--- src/hw/rtl/uue_pkg.sv ---
// uue_pkg: shared types, constants and the 6-bit character encoding
// for the uuencode line encoder. No dependencies.
`default_nettype none

package uue_pkg;

  localparam int LINE_BYTES_DFLT = 45;

  localparam logic [6:0] CHAR_NL    = 7'd10;
  localparam logic [6:0] CHAR_QUOTE = 7'd96;
  localparam logic [6:0] CHAR_SPACE = 7'd32;

  typedef struct packed {
    logic [7:0] data_byte;
    logic       byte_present;
    logic       end_of_input;
  } in_beat_t;

  typedef struct packed {
    logic [6:0] out_char;
    logic       run_last;
    logic       stream_done;
  } out_beat_t;

  function automatic logic [6:0] enc6(input logic [5:0] v);
    enc6 = (v == 6'd0) ? CHAR_QUOTE : (CHAR_SPACE + {1'b0, v});
  endfunction

endpackage

`default_nettype wire

--- src/hw/rtl/uue_ram.sv ---
// uue_ram: generic single-write, single-read RAM with registered read data.
// No dependencies.
`default_nettype none

module uue_ram #(
  parameter int WIDTH = 8,
  parameter int DEPTH = 45,
  localparam int AW = (DEPTH > 1) ? $clog2(DEPTH) : 1
) (
  input  wire logic             clk,
  input  wire logic             we,
  input  wire logic [AW-1:0]    waddr,
  input  wire logic [WIDTH-1:0] wdata,
  input  wire logic             re,
  input  wire logic [AW-1:0]    raddr,
  output logic      [WIDTH-1:0] rdata
);

  logic [WIDTH-1:0] mem [DEPTH];

  always_ff @(posedge clk) begin
    if (we) begin
      mem[waddr] <= wdata;
    end
    if (re) begin
      rdata <= mem[raddr];
    end
  end

endmodule

`default_nettype wire

--- src/hw/rtl/uuencode_line_encoder.sv ---
// uuencode_line_encoder: collects bytes in a line RAM and emits uuencoded lines.
// Depends on uue_pkg and uue_ram.
// The beat that fills or ends the line moves the sequencer to S_LEN, which then registers
// the length character onto out_*. Bytes that complete no line are taken one per cycle.
// A line of n bytes is 4*ceil(n/3)+2 characters, one per cycle from the single output
// register unless out_ready stalls; the terminator line adds two. Input is held off meanwhile.
// Reset (rst_n low, synchronous) clears the byte count, sequencer and output valid.
`default_nettype none

module uuencode_line_encoder
  import uue_pkg::*;
#(
  parameter int LINE_BYTES = LINE_BYTES_DFLT
) (
  input  wire logic      clk,
  input  wire logic      rst_n,
  input  wire logic      in_valid,
  output logic           in_ready,
  input  wire in_beat_t  in_beat,
  output logic           out_valid,
  input  wire logic      out_ready,
  output out_beat_t      out_beat
);

  localparam int AW    = $clog2(LINE_BYTES);
  localparam int CNT_W = $clog2(LINE_BYTES + 1);
  localparam int IDX_W = $clog2(LINE_BYTES + 3);

  typedef enum logic [5:0] {
    S_IDLE = 6'b000001,
    S_LEN  = 6'b000010,
    S_DATA = 6'b000100,
    S_NL   = 6'b001000,
    S_TQ   = 6'b010000,
    S_TNL  = 6'b100000
  } state_t;

  state_t           state_r, state_nxt;
  logic [CNT_W-1:0] cnt_r, cnt_nxt;
  logic [CNT_W-1:0] n_r, n_nxt;
  logic             term_r, term_nxt;
  logic [IDX_W-1:0] base_r, base_nxt;
  logic [1:0]       phase_r, phase_nxt;
  logic [7:0]       prev_r, prev_nxt;
  logic             zero_r, zero_nxt;
  logic             out_valid_r, out_valid_nxt;
  out_beat_t        out_beat_r, out_beat_nxt;

  logic             ram_we, ram_re;
  logic [AW-1:0]    ram_raddr;
  logic [7:0]       ram_rdata;
  logic [IDX_W-1:0] rd_idx;
  logic [IDX_W-1:0] n_ext, base_p3;
  logic [CNT_W-1:0] cnt_inc;
  logic [7:0]       b_cur;
  logic [5:0]       v6;
  logic             accept, adv, full;

  assign in_ready  = (state_r == S_IDLE);
  assign accept    = in_valid && in_ready;
  assign adv       = !out_valid_r || out_ready;
  assign ram_we    = accept && in_beat.byte_present;
  assign n_ext     = IDX_W'(n_r);
  assign base_p3   = base_r + IDX_W'(3);
  assign cnt_inc   = cnt_r + CNT_W'(in_beat.byte_present);
  assign full      = in_beat.byte_present && (cnt_inc == CNT_W'(LINE_BYTES));
  assign b_cur     = zero_r ? 8'd0 : ram_rdata;
  assign ram_raddr = (rd_idx < n_ext) ? rd_idx[AW-1:0] : '0;

  always_comb begin
    case (phase_r)
      2'd0:    v6 = b_cur[7:2];
      2'd1:    v6 = {prev_r[1:0], b_cur[7:4]};
      2'd2:    v6 = {prev_r[3:0], b_cur[7:6]};
      default: v6 = b_cur[5:0];
    endcase
  end

  always_comb begin
    state_nxt     = state_r;
    cnt_nxt       = cnt_r;
    n_nxt         = n_r;
    term_nxt      = term_r;
    base_nxt      = base_r;
    phase_nxt     = phase_r;
    prev_nxt      = prev_r;
    zero_nxt      = zero_r;
    out_valid_nxt = out_valid_r && !out_ready;
    out_beat_nxt  = out_beat_r;
    ram_re        = 1'b0;
    rd_idx        = '0;
    case (state_r)
      S_IDLE: begin
        if (accept) begin
          if (full) begin
            n_nxt     = CNT_W'(LINE_BYTES);
            cnt_nxt   = '0;
            term_nxt  = in_beat.end_of_input;
            state_nxt = S_LEN;
          end else if (in_beat.end_of_input) begin
            n_nxt     = cnt_inc;
            cnt_nxt   = '0;
            term_nxt  = 1'b1;
            state_nxt = (cnt_inc != '0) ? S_LEN : S_TQ;
          end else begin
            cnt_nxt = cnt_inc;
          end
        end
      end
      S_LEN: begin
        if (adv) begin
          out_valid_nxt = 1'b1;
          out_beat_nxt  = '{out_char: enc6(6'(n_r)), run_last: 1'b0, stream_done: 1'b0};
          ram_re        = 1'b1;
          rd_idx        = '0;
          base_nxt      = '0;
          phase_nxt     = 2'd0;
          state_nxt     = S_DATA;
        end
      end
      S_DATA: begin
        if (adv) begin
          out_valid_nxt = 1'b1;
          out_beat_nxt  = '{out_char: enc6(v6), run_last: 1'b0, stream_done: 1'b0};
          phase_nxt     = phase_r + 2'd1;
          case (phase_r)
            2'd0: begin
              prev_nxt = b_cur;
              ram_re   = 1'b1;
              rd_idx   = base_r + IDX_W'(1);
            end
            2'd1: begin
              prev_nxt = b_cur;
              ram_re   = 1'b1;
              rd_idx   = base_r + IDX_W'(2);
            end
            2'd2: begin
              prev_nxt = b_cur;
            end
            default: begin
              base_nxt = base_p3;
              if (base_p3 < n_ext) begin
                ram_re = 1'b1;
                rd_idx = base_p3;
              end else begin
                state_nxt = S_NL;
              end
            end
          endcase
        end
      end
      S_NL: begin
        if (adv) begin
          out_valid_nxt = 1'b1;
          out_beat_nxt  = '{out_char: CHAR_NL, run_last: !term_r, stream_done: 1'b0};
          state_nxt     = term_r ? S_TQ : S_IDLE;
        end
      end
      S_TQ: begin
        if (adv) begin
          out_valid_nxt = 1'b1;
          out_beat_nxt  = '{out_char: CHAR_QUOTE, run_last: 1'b0, stream_done: 1'b0};
          state_nxt     = S_TNL;
        end
      end
      S_TNL: begin
        if (adv) begin
          out_valid_nxt = 1'b1;
          out_beat_nxt  = '{out_char: CHAR_NL, run_last: 1'b1, stream_done: 1'b1};
          term_nxt      = 1'b0;
          state_nxt     = S_IDLE;
        end
      end
      default: begin
        state_nxt = S_IDLE;
      end
    endcase
    if (ram_re) begin
      zero_nxt = (rd_idx >= n_ext);
    end
  end

  always_ff @(posedge clk) begin
    if (!rst_n) begin
      state_r     <= S_IDLE;
      cnt_r       <= '0;
      term_r      <= 1'b0;
      out_valid_r <= 1'b0;
    end else begin
      state_r     <= state_nxt;
      cnt_r       <= cnt_nxt;
      term_r      <= term_nxt;
      out_valid_r <= out_valid_nxt;
    end
  end

  always_ff @(posedge clk) begin
    n_r        <= n_nxt;
    base_r     <= base_nxt;
    phase_r    <= phase_nxt;
    prev_r     <= prev_nxt;
    zero_r     <= zero_nxt;
    out_beat_r <= out_beat_nxt;
  end

  uue_ram #(
    .WIDTH (8),
    .DEPTH (LINE_BYTES)
  ) u_line_ram (
    .clk   (clk),
    .we    (ram_we),
    .waddr (cnt_r[AW-1:0]),
    .wdata (in_beat.data_byte),
    .re    (ram_re),
    .raddr (ram_raddr),
    .rdata (ram_rdata)
  );

  assign out_valid = out_valid_r;
  assign out_beat  = out_beat_r;

endmodule

`default_nettype wire

--- config.mk ---
export PLATFORM = sky130hd
export DESIGN_NAME = uuencode_line_encoder
export DESIGN_NICKNAME = d
export VERILOG_FILES = /design/src/hw/rtl/uue_pkg.sv /design/src/hw/rtl/uue_ram.sv /design/src/hw/rtl/uuencode_line_encoder.sv
export SDC_FILE = /design/constraint.sdc
export NUM_CORES = 1
export LEC_CHECK = 0
export ABC_AREA = 1
export ABC_CLOCK_PERIOD_IN_PS = 8200
export BUFFER_PORTS_ARGS = -buffer_cell sky130_fd_sc_hd__buf_2
export CAP_MARGIN = 20
export CORE_AREA = 2 2 170 172
export DETAILED_ROUTE_END_ITERATION = 16
export DIE_AREA = 0 0 172 174
export PLACE_DENSITY = 0.81
export SLEW_MARGIN = 20
export SYNTH_ARGS = -nofsm -noshare
export SYNTH_HDL_FRONTEND = slang
export SYNTH_HIERARCHICAL = 1
export SYNTH_SLANG_ARGS = --single-unit
--- constraint.sdc ---
create_clock -name clk -period 8.2 [get_ports clk]
set_clock_uncertainty 0.2 [all_clocks]
set_input_delay 1.23 -clock clk [delete_from_list [all_inputs] [get_ports clk]]
set_output_delay 1.23 -clock clk [all_outputs]
set_load 0.1 [all_outputs]
==> flow_summary_export.csv <==
group,metric,value,unit
placed_design,dp_hpwl,25.1,mm
placed_design,buffer_ports.inserted,24,
sta,slew_viols_final,0,
drt,dr_total_vias,12800,
synthesis,synth_fp_nets,1687,
drt,wl,43.5,mm
synthesis,syn_inst,1652,
sta,timing_worst_slew_pin_value,1060,ps
die,num_io_pins,25,
finish,share_of_layout_cells_above_drive_strength_1,8.04,%
clocking,cts_sinks,410,
placed_design,place_congestion,0.925,
synthesis,ys.warnings.count,6,
power,p_leak,7.22,nW
clocking,post_cts.repair.setup_buffers,0,
synthesis,synth_area_leaders,"sky130_fd_sc_hd__edfxtp_1 (66%), sky130_fd_sc_hd__nand2_1 (9.2%), sky130_fd_sc_hd__nand3_1 (7.1%)",
placed_design,placed_area,18300,um2
die,die_area,29900,um2
die,design.core.area,28200,um2
sta,post-route-min-period,5770,ps
worst_setup_path,timing.critical_path.slowest_cell_delay,780,ps
finish,antenna_cells_inserted,0,
synthesis,post_synth_num_cell_types,46,
finish,design.final.nets,1685,
die,start_util,64.0,%
die,die_h,174,um
worst_setup_path,path_max_fanout,96,
clocking,cts_hold_buf,0,
clocking,clk_path_buf_depth,3,
synthesis,synth_sequential_area_ratio,67.3,%
clocking,clk_latency,540,ps
worst_setup_path,arrival,5980,ps
power,power_density,246,nW/um2
min_path,hold_path_class,"reg -> reg",
global_route,grt_antenna_before_repair,0,
sta,report.final.setup_viol,0,
worst_setup_path,timing.critical_path.from_type,"register",
finish,stdcell_area,19600,um2
run,timing.max_cap.violations,0,
drt,firstDrtPassIters,6,
outcome,outcome,"complete, no violations",
worst_setup_path,end_kind,"register",
clocking,htreeDepth,2,
die,die_w,172,um
synthesis,ys_ff_latch,410,
global_route,global_route.usage.total,29.2,%
finish,areaGrowthSynthToFinish,8.36,%
clocking,clk_pin_slew,60,ps
drt,drc,0,
sta,final_min_period_over_clock_period,70.4,%
worst_setup_path,critPathRequiredTime,8410,ps
sta,report.final.hold_viol_count,0,
worst_setup_path,path_class,"reg -> reg",
sta,setup_total_negative_slack,0,ps
sta,hold_slack,353,ps
global_route,grt_pass1_wl,66.8,mm
synthesis,synthArstFlopShare,0,%
clocking,cts.root.buffer_cell,"sky130_fd_sc_hd__clkbuf_16",
power,vdd_drop_max,190,uV
worst_setup_path,cp_slowest_cell,"sky130_fd_sc_hd__buf_4",
clocking,cts_tree,"built",
sta,rsz0062_at_grt,"no",
synthesis,avgSynthCellArea,10.9,um2
synthesis,synth_edf_count,396,
sta,max_slew_margin,29.2,%
clocking,cts_resized,0,
die,fp-row-count,62,
clocking,cts_bufs_inserted,41,
drt,route.detailed.wl_per_inst,21.1,um
synthesis,synth_ff_type,"sky130_fd_sc_hd__edfxtp_1",
worst_setup_path,critPathMostFrequentCell,"sky130_fd_sc_hd__nand2_1",
global_route,global_route.overflow_total,0,
sta,fmaxAchievable,173,MHz
finish,post-route-util,69.4,%
drt,drt_first_iter_violations,1880,
global_route,first_global_vias,12200,
global_route,grt_max_degree,97,
power,finalPower,0.00481,W
synthesis,most_area_hungry_cell_type_in_the_yosys_netlist,"sky130_fd_sc_hd__edfxtp_1",
drt,final_antenna_net_count,0,
drt,viasPerCell,6.22,
synthesis,synthesis.area,18100,um2
synthesis,post-synth-top-area-fraction,65.8,%
==> through the flow <==
step / worst slack, ps / cells
after global routing: 1890 / 2064
final: 2430 / 2064
after CTS: 2500 / 2064
after global placement: 2680 / 1991
after detailed placement: 2570 / 1991
after floorplan: 3740 / 1652
==> where the power goes <==
part,internal [W],switching (W),leakage (nW)
combinational,0.000150,0.000468,2.92
clock,0.00104,0.000760,0.624
sequential,0.00236,0.0000332,3.68
total,0.00355,0.00126,7.22
==> registers in the layout, summed over array words and instances, names as in the netlist, 2 cells and up <==
| name | flops |
|---|---|
| base_r | 6 |
| cnt_r | 6 |
| n_ext | 6 |
| out_beat | 9 |
| phase_r | 2 |
| prev_r | 4 |
| state_r | 6 |
| u_line_ram/mem | 360 |
| u_line_ram/rdata | 8 |
==> layout by cell type, fill, tap and decap left out, types with 2 or more instances in the layout <==
cell                        instances
sky130_fd_sc_hd__nand2_1          445
sky130_fd_sc_hd__edfxtp_1         396
sky130_fd_sc_hd__nand3_1          255
sky130_fd_sc_hd__nor2_1           129
sky130_fd_sc_hd__inv_1             82
sky130_fd_sc_hd__o21ai_0           57
sky130_fd_sc_hd__clkbuf_16         41
sky130_fd_sc_hd__a21oi_1           36
sky130_fd_sc_hd__o22ai_1           31
sky130_fd_sc_hd__buf_2             24
sky130_fd_sc_hd__ha_1              21
sky130_fd_sc_hd__buf_4             17
sky130_fd_sc_hd__nor3_1            14
sky130_fd_sc_hd__dfxtp_1           14
sky130_fd_sc_hd__nand4_1           13
sky130_fd_sc_hd__clkinv_1          12
sky130_fd_sc_hd__o21ai_1            9
sky130_fd_sc_hd__clkbuf_1           7
sky130_fd_sc_hd__clkinv_2           6
sky130_fd_sc_hd__nor2_2             5
sky130_fd_sc_hd__inv_2              5
sky130_fd_sc_hd__xor2_1             5
sky130_fd_sc_hd__nand2_2            5
sky130_fd_sc_hd__nor2_4             4
sky130_fd_sc_hd__nor4_1             4
sky130_fd_sc_hd__bufinv_16          4
sky130_fd_sc_hd__o221ai_1           3
sky130_fd_sc_hd__o211ai_1           3
sky130_fd_sc_hd__nor3_2             3
sky130_fd_sc_hd__nand3_4            2
sky130_fd_sc_hd__o21ai_2            2
sky130_fd_sc_hd__o21bai_1           2
sky130_fd_sc_hd__nand3b_1           2
sky130_fd_sc_hd__nand2_4            2
sky130_fd_sc_hd__nand3_2            2
sky130_fd_sc_hd__inv_6              2
sky130_fd_sc_hd__inv_4              2
==> per-layer routing <==
layer	vias up	wire length, um	share of wire (%)	track usage, %
met3	135	5060	12	6.49
met4	0	1670	3.8	11.0
li1	5752	-	-	-
met5	-	0	0	0
met2	859	20600	47	46.2
met1	6082	16200	37	40.0
==> synth_stat cells, types with 16 or more instances <==
cell type                  number
sky130_fd_sc_hd__o21ai_0       57
sky130_fd_sc_hd__a21oi_1       36
sky130_fd_sc_hd__nor2_1       130
sky130_fd_sc_hd__clkbuf_1      29
sky130_fd_sc_hd__nand2_1      445
sky130_fd_sc_hd__nand3_1      255
sky130_fd_sc_hd__edfxtp_1     396
sky130_fd_sc_hd__nor3_1        16
sky130_fd_sc_hd__buf_6         16
sky130_fd_sc_hd__o22ai_1       32
sky130_fd_sc_hd__buf_2         24
sky130_fd_sc_hd__inv_1         82
sky130_fd_sc_hd__ha_1          21
==> cell type report <==
type	count	area, um2
sequential	410	12200
fill	1981	8650
multi-input combinational	1065	5050
clock buffer	48	1050
tap	384	480
inverter	90	343
timing repair buffer	42	268
clock inverter	25	225
==> worst max-delay path, delay by kind of cell, from the launching register on <==
kind | cells | cell delay (ps)
and+or+nand+nor | 17 | 1990
DFF | 1 | 510
adders and majority gates | 3 | 780
xor gates and xnor gates | 1 | 250
buffers and inverters | 7 | 1370
AOI/OAI and AO/OA | 3 | 460
==> logic make-up after synthesis <==
family          Yosys count  share of synthesized area [%]
compound gates          150                           4.64
flops                   410                           67.3
fa+ha+maj                21                           1.45
simple gates            889                           21.4
xor+xnor                  5                          0.242
buf+inv                 177                           4.87
==> worst paths after layout <==
kind              from             endpoint  slack [ps]  depth (start not counted)
min reg2reg     term_r               term_r         350                          4
max reg2reg  base_r[2]  u_line_ram/rdata[1]        2430                         31
max          base_r[2]  u_line_ram/rdata[1]        2430                         31
min             term_r               term_r         350                          4
Power figures use the tool's default switching activity.
